--- config.mk ---
export PLATFORM = sky130hd
export DESIGN_NAME = rgb3_map
export DESIGN_NICKNAME = d
export VERILOG_FILES = /design/src/rtl/core/rgb3_pkg.sv /design/src/rtl/core/rgb3_map.sv
export SDC_FILE = /design/constraint.sdc
export NUM_CORES = 1
export LEC_CHECK = 0
export BUFFER_PORTS_ARGS = -buffer_cell sky130_fd_sc_hd__buf_4
export CAP_MARGIN = 20
export CORE_UTILIZATION = 45
export CTS_BUF_LIST = sky130_fd_sc_hd__clkbuf_4 sky130_fd_sc_hd__clkbuf_8 sky130_fd_sc_hd__clkbuf_16
export DETAILED_ROUTE_END_ITERATION = 8
export PLACE_DENSITY = 0.83
export SLEW_MARGIN = 20
export SYNTH_ARGS = -nofsm -noshare
export SYNTH_HDL_FRONTEND = slang
export SYNTH_SLANG_ARGS = --single-unit
export TNS_END_PERCENT = 10
--- constraint.sdc ---
create_clock -name clk -period 11.65 [get_ports clk]
set_input_delay 2.33 -clock clk [delete_from_list [all_inputs] [get_ports clk]]
set_output_delay 2.33 -clock clk [all_outputs]
set_load 0.01 [all_outputs]
--- src/rtl/core/rgb3_pkg.sv ---
`timescale 1ns / 1ps

package rgb3_pkg;

	localparam int unsigned CFG_DATA_W = 64;
	localparam int unsigned CFG_IDX_W  = 2;

	localparam logic [CFG_IDX_W-1:0] REG_LANDSCAPE  = 2'd0;
	localparam logic [CFG_IDX_W-1:0] REG_KEEP_ONLY  = 2'd1;
	localparam logic [CFG_IDX_W-1:0] REG_KEEP_LOW   = 2'd2;
	localparam logic [CFG_IDX_W-1:0] REG_KEEP_HIGH  = 2'd3;

	localparam logic OP_WRITE = 1'b0;
	localparam logic OP_READ  = 1'b1;

	localparam logic [7:0] EVEN_FIELD = 8'b0001_1100;
	localparam logic [7:0] ODD_FIELD  = 8'b1110_0000;

	localparam int unsigned RED_MSB   = 15;
	localparam int unsigned GREEN_MSB = 10;
	localparam int unsigned BLUE_MSB  = 4;

	localparam int unsigned KEEP_PER_REG = 4;

	typedef enum logic [1:0] {
		ST_WRITTEN   = 2'd0,
		ST_SKIPPED   = 2'd1,
		ST_DROPPED   = 2'd2,
		ST_READ_DONE = 2'd3
	} status_t;

	typedef enum logic [3:0] {
		S_CLEAR = 4'b0001,
		S_IDLE  = 4'b0010,
		S_READ  = 4'b0100,
		S_WB    = 4'b1000
	} state_t;

	typedef struct packed {
		logic                  landscape;
		logic                  keep_only;
		logic [CFG_DATA_W-1:0] keep_low;
		logic [CFG_DATA_W-1:0] keep_high;
	} cfg_t;

	typedef struct packed {
		status_t    status;
		logic       mem_rd;
		logic       mem_wr;
		logic       odd;
		logic [2:0] bits;
	} map_t;

endpackage

--- src/rtl/core/rgb3_map.sv ---
`timescale 1ns / 1ps

module rgb3_map #(
	parameter int unsigned PANEL_WIDTH  = 300,
	parameter int unsigned PANEL_HEIGHT = 400,
	parameter int unsigned ROW_BYTES    = 302,
	parameter int unsigned AW           = 16
) (
	input  logic                 clk,
	input  logic                 en,
	input  rgb3_pkg::cfg_t       cfg,
	input  logic                 operation,
	input  logic [8:0]           pixel_x,
	input  logic [8:0]           pixel_y,
	input  logic [15:0]          pixel_color,
	input  logic [7:0]           byte_row,
	input  logic [8:0]           byte_col,
	output rgb3_pkg::map_t       map_q,
	output logic [AW-1:0]        addr_q
);
	import rgb3_pkg::*;

	localparam int unsigned ROW_PAIRS = (PANEL_HEIGHT + 1) / 2;
	localparam int unsigned MAX_DIM   = (PANEL_WIDTH > PANEL_HEIGHT) ? PANEL_WIDTH : PANEL_HEIGHT;
	localparam int unsigned CW_MIN    = $clog2(MAX_DIM + ROW_BYTES + 2) + 1;
	localparam int unsigned CW        = (CW_MIN > 10) ? CW_MIN : 10;

	logic [CW-1:0] px;
	logic [CW-1:0] py;
	logic [CW-1:0] col;
	logic [8:0]    row;
	logic          in_panel;
	logic          drop;
	logic          kept;
	logic          rd_ok;
	logic [AW:0]   wr_sum;
	logic [AW:0]   rd_sum;
	map_t          map_d;
	logic [AW-1:0] addr_d;

	assign px = CW'(pixel_x);
	assign py = CW'(pixel_y);

	always_comb begin
		if (cfg.landscape) begin
			in_panel = (px < CW'(PANEL_HEIGHT)) && (py < CW'(PANEL_WIDTH));
			col      = in_panel ? (CW'(PANEL_WIDTH - 1) - py) : '0;
			row      = pixel_x;
		end else begin
			in_panel = (px < CW'(PANEL_WIDTH)) && (py < CW'(PANEL_HEIGHT));
			col      = px;
			row      = pixel_y;
		end
		drop = !in_panel || ((col + CW'(2)) >= CW'(ROW_BYTES));
	end

	always_comb begin
		kept = 1'b0;
		for (int i = 0; i < KEEP_PER_REG; i++) begin
			if (cfg.keep_low[16*i +: 16] == pixel_color
					|| cfg.keep_high[16*i +: 16] == pixel_color) begin
				kept = 1'b1;
			end
		end
	end

	assign rd_ok  = (CW'(byte_row) < CW'(ROW_PAIRS)) && (CW'(byte_col) < CW'(ROW_BYTES));
	assign wr_sum = (AW + 1)'(row[8:1]) * (AW + 1)'(ROW_BYTES) + (AW + 1)'(col) + (AW + 1)'(2);
	assign rd_sum = (AW + 1)'(byte_row) * (AW + 1)'(ROW_BYTES) + (AW + 1)'(byte_col);

	always_comb begin
		map_d.odd  = row[0];
		map_d.bits = {pixel_color[BLUE_MSB], pixel_color[GREEN_MSB], pixel_color[RED_MSB]};
		if (operation == OP_READ) begin
			map_d.status = rd_ok ? ST_READ_DONE : ST_DROPPED;
			map_d.mem_rd = rd_ok;
			map_d.mem_wr = 1'b0;
			addr_d       = rd_sum[AW-1:0];
		end else begin
			addr_d = wr_sum[AW-1:0];
			if (drop) begin
				map_d.status = ST_DROPPED;
				map_d.mem_rd = 1'b0;
				map_d.mem_wr = 1'b0;
			end else if (cfg.keep_only && !kept) begin
				map_d.status = ST_SKIPPED;
				map_d.mem_rd = 1'b0;
				map_d.mem_wr = 1'b0;
			end else begin
				map_d.status = ST_WRITTEN;
				map_d.mem_rd = 1'b1;
				map_d.mem_wr = 1'b1;
			end
		end
	end

	always_ff @(posedge clk) begin
		if (en) begin
			map_q  <= map_d;
			addr_q <= addr_d;
		end
	end
endmodule

# Word level (Yosys, flattened, before mapping)
# Index checks and enable logic that the tools add are counted.
# classes
n_reduce_logical	12
muxes	13
n_lt_le_gt_ge	7
eq_ne	8
mul	2
div	0
n_addsub	5
bitwise_logic	0
shifts	0
# ops
cell	count
$eq A16 B16 Y1	8
$lt A9 B9 Y1 const B	5
$mul A8 B8 Y15 const B	2
$mux W11	2
$add A16 B11 Y16	1
$add A16 B2 Y16 const B	1
$add A16 B9 Y16	1
$mux W16	1
$add A11 B2 Y11 const B	1
$ge A11 B9 Y1 const B	1
$sub A9 B9 Y10 const A	1
$mux W9	1
$lt A8 B8 Y1 const B	1
$mux W4	2
$mux W1	6
$logic_or A1 B1 Y1	5
$logic_and A1 B1 Y1	4
$mux W3	1
$logic_not A1 Y1	2
$reduce_or A2 Y1	1
# word_totals
in_bits	184
word_cells	53
out_inout_bits	24
regBits	24
mem_bits_ro	0
latchBits	0
ram_bits	0
n_memories	0

# Depth between registers and ports, before layout
# depth
ltp_word	11
ltp_mapped	27
ltp_nobuf	25

# Worst setup path before layout
# OpenSTA, ideal clock, no wires.
# synth_path
kind	input to register
from	input cfg[129] (netlist name)
to	register addr_q[13], data pin
slack_ns	4.278
setup_time_ns	0.270
arrival_time_ns	7.102
stages	23
required_time_ns	11.380
path_cell_list	buf_6 clkbuf_1 mux2i_1 inv_1 ha_1 ha_1 inv_1 fa_1 fa_1 inv_1 ha_1 o2111ai_1 nand2_1 nor2_1 xnor2_1 ha_1 ha_1 and2_1 a21boi_0 a311oi_1 xor2_1 nor2_1 a21oi_1
# synth_between
elab_chain_len	5
word_cells_on_any_way	6
cone_classes	add/sub (2); mul (1); mux (3)
# synth_lines
item	line_no	rtl
start: declaration	rgb3_map.sv:11	input rgb3_pkg::cfg_t cfg,
$mux W9	rgb3_map.sv:45	if (cfg.landscape) begin
$mul A8 B8 Y15	rgb3_map.sv:68	assign wr_sum = (AW + 1)'(row[8:1]) * (AW + 1)'(ROW_BYTES) + (AW + 1)'(col) + (AW + 1)'(2);
$add A16 B11 Y16 (*)	rgb3_map.sv:68	
$add A16 B2 Y16 (*)	rgb3_map.sv:68	
$mux W16 (*)	rgb3_map.sv:74	if (operation == OP_READ) begin
net addr_d[13]	rgb3_map.sv:39	logic [AW-1:0] addr_d;
end signal: assignment	rgb3_map.sv:100	addr_q <= addr_d;
end: declaration	rgb3_map.sv:19	output logic [AW-1:0] addr_q
# The timed path passes the listed nets; every way through them passes the cells marked *.
# A chain may end at the register's enable or synchronous reset.

# Worst setup path after layout
# Same ends and word-level chain as after synthesis.

==> results <==
- Traced cell by cell, the critical path runs through buf_4 -> o21ai_0 -> ha_1 -> inv_1 -> fa_1 -> inv_1 -> ha_1 -> inv_1 -> fa_1 -> inv_1 -> ha_1 -> nand2_1 -> o311ai_0 -> nand2_1 -> xnor2_1 -> ha_1 -> and2_1 -> a21boi_0 -> a311oi_1 -> xor2_1 -> nor2_1 -> a21oi_1.
- The number of setup buffers added after CTS is 0.
- The max-capacitance violation count is 0.
- The met3 demand-to-capacity share in global routing is 4.03%.
- The max-slew violation total from the final report was 0.
- Summing over every cut layer, the via total after detailed routing is 6023.
- The TritonCTS clock tree is yes.
- The final-stage net count is 1287.
- The final non-filler cell area is 8460 um2.
- The starting utilization of the core area is 46.1%.
- The worst hold slack is 2.38 ns.
- The x dimension of the die is 124 um.
- The placed wire-length estimate is 15800 um.
- The met2 routing resource usage after global routing is 40.8%.
- The fraction of synthesis flops using an asynchronous set or reset pin is 0%.
- In the final layout, the share of cells above drive strength 1 is 24.5%.
- The clock root buffer is sky130_fd_sc_hd__clkbuf_16.
- The buffering stage count on the worst path with inverters included is 5.
- The worst-case IR drop observed on VDD is 0.112 mV.
- The register bit count reported by yosys is 24.
- In the synthesized netlist the dominant register cell turns out to be sky130_fd_sc_hd__edfxtp_1.
- From bottom edge to top edge, the die measures 124 um.
- The layer with the highest usage is met2.
- The aggregate global-route resource usage is 24.9%.
- The total detailed-routing wirelength is 18600 um.
- The post-synthesis to final-layout area growth is 26.8%.
- After synthesis, the cell types taking the most area are sky130_fd_sc_hd__ha_1, sky130_fd_sc_hd__xor2_1, sky130_fd_sc_hd__edfxtp_1, sky130_fd_sc_hd__fa_1, sky130_fd_sc_hd__inv_1.
- During I/O placement, the number of pins put on the boundary was 208.
- In this run, synthesis inferred 24 flip-flops with an integrated enable.
- At the worst endpoint, the required time is 11.65 ns.
- Entering global routing, the biggest net connects 31 pins.
- The first routing iteration left 298 violations.
- The region available for standard cell placement spans 14500 um2.
- The number of hold buffers added after CTS is 0.
- Setup repair after global routing left no endpoint under its margin.
- Static timing analysis puts the maximum clock frequency at 136 MHz.
- The global-route met1 utilization is 34.4%.
- The flow ran to the end, and the final reports show no timing, DRC or antenna violations.
- In this run, post-CTS repair resized a total of 0 instances.
- At the placement stage, the worst setup path has a slack of 4.05 ns.
- The critical path is of the input port to register type.
- The number of buffers added on ports is 207.
- The final critical-path share of the clock period is 63.3%.
- The number of unique standard cell types used by synthesis is 65.
- The sum of negative setup slack is 0 ns.
- STA classifies the critical path endpoint as a register.
- The final setup slack of the worst path is 4.28 ns.
- The count of nets left with antenna violations once routing finished came out at 0.
- The kind of path behind the tightest hold check is input port to register.
- Dividing the detail-routed wire length by the instance count gives 16.3 um.
- Clock-pin slew was measured on the worst setup and hold paths at 0.07 ns.
- The initial antenna violation count is 1.
- The area share of the largest cell type after synthesis is 20.8%.
- The share of the Yosys chip area taken by registers is 10.8%.
- Summed over all instances, the cell type with the most area after synthesis is sky130_fd_sc_hd__ha_1.
- The mean number of vias per cell is 5.26.
- The power after layout is 1.45 mW.
- The smallest clock period supported by the final layout is computed as 7.37 ns.
- For this run the aggregate overflow at the end of global routing stands at 0.
- The longest clock path from root to sink contains 2 buffers.
- At the end of routability-driven placement, the weighted congestion stood at 0.991.
- The total die area is 15300 um2.
- The commonest cells after synthesis are sky130_fd_sc_hd__xor2_1, sky130_fd_sc_hd__ha_1, sky130_fd_sc_hd__inv_1.
- The count of endpoints failing setup in the final report is 0.
- The worst endpoint data arrival time is 7.37 ns.
- The detailed-route DRC error count is 0.
- The number of warnings issued by yosys is 0.
- The total count of hold-check failures in the final report is 0.
- The critical-path maximum fanout is 19.
- In the synthesized netlist, the number of instances is 773.
- In this run the tightest slew margin relative to its limit is 49.8%.
- The level count of the clock H-tree is 1.
- The first global-routing pass estimated 29300 um of wire.
- The cell at the slowest stage of the critical path is sky130_fd_sc_hd__o21ai_0.
- After detailed placement, the total cell area comes to 8350 um2.
- The number of clock sinks is 24.
- A synthesized cell averages 8.63 um2.
- The number of global-route vias before repair is 5926.
- The summed instance area of the synthesized netlist is 6670 um2.
- Power spread over the standard cell area amounts to 172 nW/um2.
- The number of clock buffers added by TritonCTS is 3.
- Among cell families on the critical path, the largest total delay comes from adder cells.
- The largest stage delay on the critical path is 0.58 ns.
- For this run, the detailed router's first-pass iteration total came to 5.
- 0 antenna diodes ended up in the layout.
- The dominant cell by count in the synthesized netlist is sky130_fd_sc_hd__xor2_1.
- The sort of element at the start of the critical path is an input port.
- The cell leakage power is 4.22 nW.
- In this run the core area contains 44 standard-cell rows.
- At the pin with the least slew margin, the transition time is 0.746 ns.
[kinds of logic after synthesis]
group | Yosys count | synth area share [%]
other | 1 | 0.0562
XOR/XNOR | 181 | 23.8
AO/OA/AOI/OAI | 114 | 12.4
flip-flops | 24 | 10.8
adder cells (fa/ha/maj) | 141 | 29.8
multiplexers | 11 | 1.74
AND/OR/NAND/NOR | 169 | 13.7
buffers and inverters | 132 | 7.67
[state kept, by name, indices dropped and copies added (netlist names)]
register / cells
addr_q: 16
map_q: 8
[per-layer routing]
| layer | vias to the layer above | wire [um] |
|---|---|---|
| met5 | - | 0 |
| met3 | 19 | 1230 |
| li1 | 3030 | - |
| met2 | 198 | 8470 |
| met4 | 0 | 292 |
| met1 | 2776 | 8620 |
[path summary, 6_finish.rpt]
check | start | to | slack (ns) | cells past startpoint
worst max-delay path | cfg[129] | addr_q[13] | 4.28 | 22
worst min-delay path | byte_col[0] | addr_q[0] | 2.38 | 2
[where the power goes]
group / total (mW) / internal (mW) / switching (mW)
combinational: 1.19 / 0.555 / 0.638
clock: 0.101 / 0.0684 / 0.0326
sequential: 0.159 / 0.146 / 0.0125
[area by class of cell]
class,instances,area [um2]
Inverter,108,405
Sequential cell,24,721
Multi-Input combinational cell,618,5440
Timing Repair Buffer,207,1550
Clock inverter,1,30.0
Fill cell,1283,6020
Tap cell,184,230
Clock buffer,3,75.1
[placed cells by master, fill, tap and decap left out, drive strengths merged, types with 5 or more instances in the layout]
master / Yosys / layout
a211oi: 5 / 5
a21o: 10 / 10
a21oi: 32 / 32
a31oi: 5 / 5
buf: 2 / 207
edfxtp: 24 / 24
fa: 30 / 30
ha: 111 / 111
inv: 107 / 107
mux2: 5 / 5
mux2i: 6 / 6
nand2: 29 / 29
nand3: 15 / 15
nand4: 11 / 11
nor2: 30 / 30
nor2b: 9 / 9
nor3: 18 / 18
nor4: 32 / 32
o21a: 5 / 5
o21ai: 21 / 21
o31ai: 6 / 6
xnor2: 38 / 38
xor2: 143 / 143
[metrics by stage]
stage	utilization (%)	cells
4_1_cts	58.4	1145
5_1_grt	58.4	1145
6_report	58.4	1145
3_5_place_dp	57.7	1141
2_1_floorplan	-	774
3_3_place_gp	57.7	1141
No activity file was read; power rests on OpenSTA's default activity.
